### src/rtl/core/apsp_pkg.sv
// shared codes and types for the all-pairs shortest path block
package apsp_pkg;

   localparam int NODES_DEF       = 16;
   localparam int DIST_BITS_DEF   = 48;
   localparam int WEIGHT_BITS_DEF = 32;

   localparam logic [6:0] NODE_COUNT_RESET = 7'd16;

   // request modes
   localparam logic [1:0] MODE_LOAD = 2'd0;
   localparam logic [1:0] MODE_RUN  = 2'd1;
   localparam logic [1:0] MODE_PAIR = 2'd2;
   localparam logic [1:0] MODE_PATH = 2'd3;

   // entry classes, also used as response status
   localparam logic [1:0] CLS_FIN  = 2'd0;
   localparam logic [1:0] CLS_NONE = 2'd1;
   localparam logic [1:0] CLS_NEG  = 2'd2;
   localparam logic [1:0] ST_DONE  = 2'd3;

   typedef struct packed {
      logic [1:0] ik_cls;
      logic [1:0] kj_cls;
      logic [1:0] ij_cls;
      logic       neg_sweep;
   } relax_ctl_type;

endpackage

### src/rtl/core/apsp_relax.sv
// saturating min-plus relaxation step with registered sum
module apsp_relax #(
   parameter int DIST_BITS = apsp_pkg::DIST_BITS_DEF
) (
   input  logic                        clock,
   input  logic                        sum_en,
   input  apsp_pkg::relax_ctl_type     ctl,
   input  logic signed [DIST_BITS-1:0] ik_dist,
   input  logic signed [DIST_BITS-1:0] kj_dist,
   input  logic signed [DIST_BITS-1:0] ij_dist,
   output logic                        update,
   output logic signed [DIST_BITS-1:0] sum
);

   logic signed [DIST_BITS:0]   full;
   logic signed [DIST_BITS-1:0] sum_in;
   logic signed [DIST_BITS-1:0] sum_ff;
   logic                        lt;

   assign full = (DIST_BITS+1)'(ik_dist) + (DIST_BITS+1)'(kj_dist);

   // clip to the stored range on overflow
   always_comb begin
      if (full[DIST_BITS] != full[DIST_BITS-1]) begin
         sum_in = full[DIST_BITS] ? {1'b1, {(DIST_BITS-1){1'b0}}}
                                  : {1'b0, {(DIST_BITS-1){1'b1}}};
      end else begin
         sum_in = full[DIST_BITS-1:0];
      end
   end

   always_ff @(posedge clock) begin
      if (sum_en) begin
         sum_ff <= sum_in;
      end
   end

   assign lt  = sum_ff < ij_dist;
   assign sum = sum_ff;

   always_comb begin
      if (!ctl.neg_sweep) begin
         update = (ctl.ik_cls == apsp_pkg::CLS_FIN) && (ctl.kj_cls == apsp_pkg::CLS_FIN)
                  && ((ctl.ij_cls == apsp_pkg::CLS_NONE) || lt);
      end else begin
         update = (ctl.ik_cls != apsp_pkg::CLS_NONE) && (ctl.kj_cls != apsp_pkg::CLS_NONE)
                  && (ctl.ij_cls != apsp_pkg::CLS_NEG)
                  && ((ctl.ik_cls == apsp_pkg::CLS_NEG) || (ctl.kj_cls == apsp_pkg::CLS_NEG)
                      || (ctl.ij_cls == apsp_pkg::CLS_NONE) || lt);
      end
   end

endmodule

### config.mk
export PLATFORM = sky130hd
export DESIGN_NAME = apsp_relax
export DESIGN_NICKNAME = d
export VERILOG_FILES = /design/src/rtl/core/apsp_pkg.sv /design/src/rtl/core/apsp_relax.sv
export SDC_FILE = /design/constraint.sdc
export NUM_CORES = 1
export LEC_CHECK = 0
export BUFFER_PORTS_ARGS = -buffer_cell sky130_fd_sc_hd__buf_2
export CAP_MARGIN = 30
export CORE_ASPECT_RATIO = 0.5
export CORE_MARGIN = 1.5
export CORE_UTILIZATION = 56
export DETAILED_ROUTE_END_ITERATION = 6
export HOLD_SLACK_MARGIN = 0.06
export PLACE_DENSITY = 0.88
export SLEW_MARGIN = 10
export SYNTH_ARGS = -nofsm -noshare
export SYNTH_HDL_FRONTEND = slang
export SYNTH_SLANG_ARGS = --single-unit
### constraint.sdc
create_clock -name clock -period 5.8 [get_ports clock]
set_input_delay 0.29 -clock clock [delete_from_list [all_inputs] [get_ports clock]]
set_output_delay 0.29 -clock clock [all_outputs]
set_load 0.02 [all_outputs]
==> impl_metrics.env <==
export IMPL_ys_async_sr_fraction_pct=0
export IMPL_grt_first_pass_wirelength_mm=24.5
export IMPL_fin_crit_sh_pct=63.0
export IMPL_yosysMostFrequentCell="ha_1"
export IMPL_synth_area_per_cell_um2=8.59
export IMPL_dieArea_mm2=0.0111
export IMPL_fin_area_mm2=0.00711
export IMPL_clk_pin_slew_ns=0.06
export IMPL_grt_max_degree=49
export IMPL_placed_area_mm2=0.00692
export IMPL_finalHoldViolCount=0
export IMPL_p_leak_nw=3.52
export IMPL_rows=26
export IMPL_ys_seq_elements=48
export IMPL_finalPower_mw=1.74
export IMPL_synth_top_area_share_pct=24.6
export IMPL_setup_viol=0
export IMPL_syn_area_mm2=0.00587
export IMPL_num_vias=5874
export IMPL_portBuffers=201
export IMPL_gp_congestion=0.944
export IMPL_synth_cell_type_count=59
export IMPL_synthTopCellsByArea="edfxtp_1 25%, ha_1 20%, a21oi_1 5.5%, a21o_1 5.1%, a21oi_2 4.2%"
export IMPL_synth_warnings=0
export IMPL_drive_above_1_share_pct=29.1
export IMPL_worstMarginPinSlew_ns=0.640
export IMPL_nFillCells=836
export IMPL_io_pins=202
export IMPL_grt_overflow=0
export IMPL_wirelength_mm=16.0
export IMPL_grt_usage_pct=27.8
export IMPL_clockBufferDepth=2
export IMPL_ir_drop_mv=0.133
export IMPL_slew_headroom_pct=56.9
export IMPL_cts_tree="done"
export IMPL_start_kind="input pin"
export IMPL_cp_required_ns=5.91
export IMPL_ys_flop_type="edfxtp_1"
export IMPL_avgRoutedWirePerCell_um=15.8
export IMPL_drc=0
export IMPL_antennaDiodeCount=0
export IMPL_status="complete, no violations"
export IMPL_start_util_pct=57.5
export IMPL_viasPerCell=5.80
export IMPL_post_place_ws_ns=1.62
export IMPL_whs_ns=0.388
export IMPL_setup_ws_ns=2.15
export IMPL_fmax_mhz=274
export IMPL_dr_first_iter_drc_count=330
export IMPL_nets=1121
export IMPL_clock_sinks=48
export IMPL_synth_nets=932
export IMPL_area_growth_pct=21.1
export IMPL_fp_dieW_um=148
export IMPL_multi_input_area_mm2=0.00407
export IMPL_drv_cap=0
export IMPL_grt_pass1_vias=5228
export IMPL_cts_root_buf="clkbuf_16"
export IMPL_drtPass1Iterations=6
export IMPL_syn_inst=683
export IMPL_ff_latch_area_mm2=0.00144
export IMPL_ant_nets=0
export IMPL_p_per_area_mw_per_mm2=245
export IMPL_critPathCaptureType="flip-flop"
export IMPL_core_mm2=0.0102
export IMPL_finalCriticalPeriod_ns=3.65
export IMPL_largest_reg_flops=48
export IMPL_tns_ns=0
export IMPL_cts_resized_gates=0
export IMPL_h_tree_depth=2
export IMPL_synth_top_cell_by_area="edfxtp_1"
export IMPL_die_y_um=75.4
export IMPL_critPathMaxFanout=43
export IMPL_rsz0062_at_grt="false"
export IMPL_cts_hold_buf=0
export IMPL_synth_commonest_cells="95 x ha_1, 65 x a21oi_1, 59 x inv_1"
export IMPL_antenna_found_initial=0
export IMPL_ys_seq_area_share_pct=24.6
export IMPL_critical_path_class="in -> reg"
export IMPL_cts_inserted_buffers=5
export IMPL_arrival_ns=3.76
export IMPL_dp_hpwl_mm=13.2
export IMPL_hold_class="in -> reg"
export IMPL_postCtsSetupRepairBufs=0
export IMPL_synth_edf_count=48
export IMPL_maxSlewViolCount=0
-- through the flow --
stage / utilization, % / std cells
floorplan: - / 683
global placement: 67.8 / 1003
detailed placement: 67.8 / 1003
CTS: 69.1 / 1011
global route: 69.6 / 1013
finish: 69.6 / 1013
-- critical path, stage by stage --
cell	delay [ns]
buf_2	0.08
ha_1	0.15
inv_1	0.06
fa_1	0.40
nand2b_1	0.18
a21oi_1	0.16
o21ai_0	0.23
o211ai_2	0.35
a41oi_4	0.23
o21ai_2	0.26
a21oi_2	0.12
o31ai_4	0.45
nand2_4	0.45
a31oi_1	0.34
-- cell usage in the layout (no fill, tap or decap), types with 2 or more instances in the layout --
cell	count
o21ai_0	41
o21bai_1	11
a31oi_1	7
nand2_1	56
ha_1	95
nor2b_1	9
xor2_1	21
o211ai_1	6
a21oi_2	28
a41o_1	2
and3_1	2
nor2_1	42
or2_2	5
buf_2	201
maj3_1	3
o21a_1	5
inv_1	59
edfxtp_1	48
a41oi_1	2
o21ai_1	9
a21oi_1	65
nand2b_1	9
nand4_1	18
a211oi_1	6
nand3_1	11
a21o_1	40
clkbuf_16	5
clkinv_2	2
nor3_1	5
xnor2_1	23
a221oi_1	3
o41ai_1	2
nor4_1	4
-- final timing paths --
path,startpoint,end,slack (ns),cells after the start
worst max-delay path,ik_dist[0],sum[11]$_DFFE_PP_,2.15,14
worst min-delay path,sum_en,sum[5]$_DFFE_PP_,0.39,1
-- report_power, final --
group          internal [mW]  total (mW)  switching [mW]
combinational          0.369       0.912           0.543
sequential             0.493       0.546          0.0531
clock                  0.157       0.282           0.125
-- per-layer routing --
layer,wire [um],vias up,GRT usage [%]
li1,-,2888,-
met2,7710,247,50.9
met3,1020,45,4.67
met4,467,0,10.4
met5,0,-,0
met1,6760,2694,34.0
-- layout make-up --
class	count	share of cell area, %
tap	140	2.46
clock buffer	5	1.76
inverter	59	3.11
timing repair buffer	204	14.9
multi-input combinational	554	57.3
clock inverter	3	0.194
sequential	48	20.3
-- cells by family after synthesis --
| family | count (synthesis) | share of synthesized area (%) |
|---|---|---|
| buffers and inverters | 81 | 6.05 |
| flip-flops | 48 | 24.6 |
| AO/OA/AOI/OAI | 241 | 27.6 |
| adder cells (fa/ha/maj) | 99 | 21.1 |
| AND/OR/NAND/NOR | 169 | 13.8 |
| XOR/XNOR | 45 | 6.84 |
No activity file was read; power rests on OpenSTA's default activity.
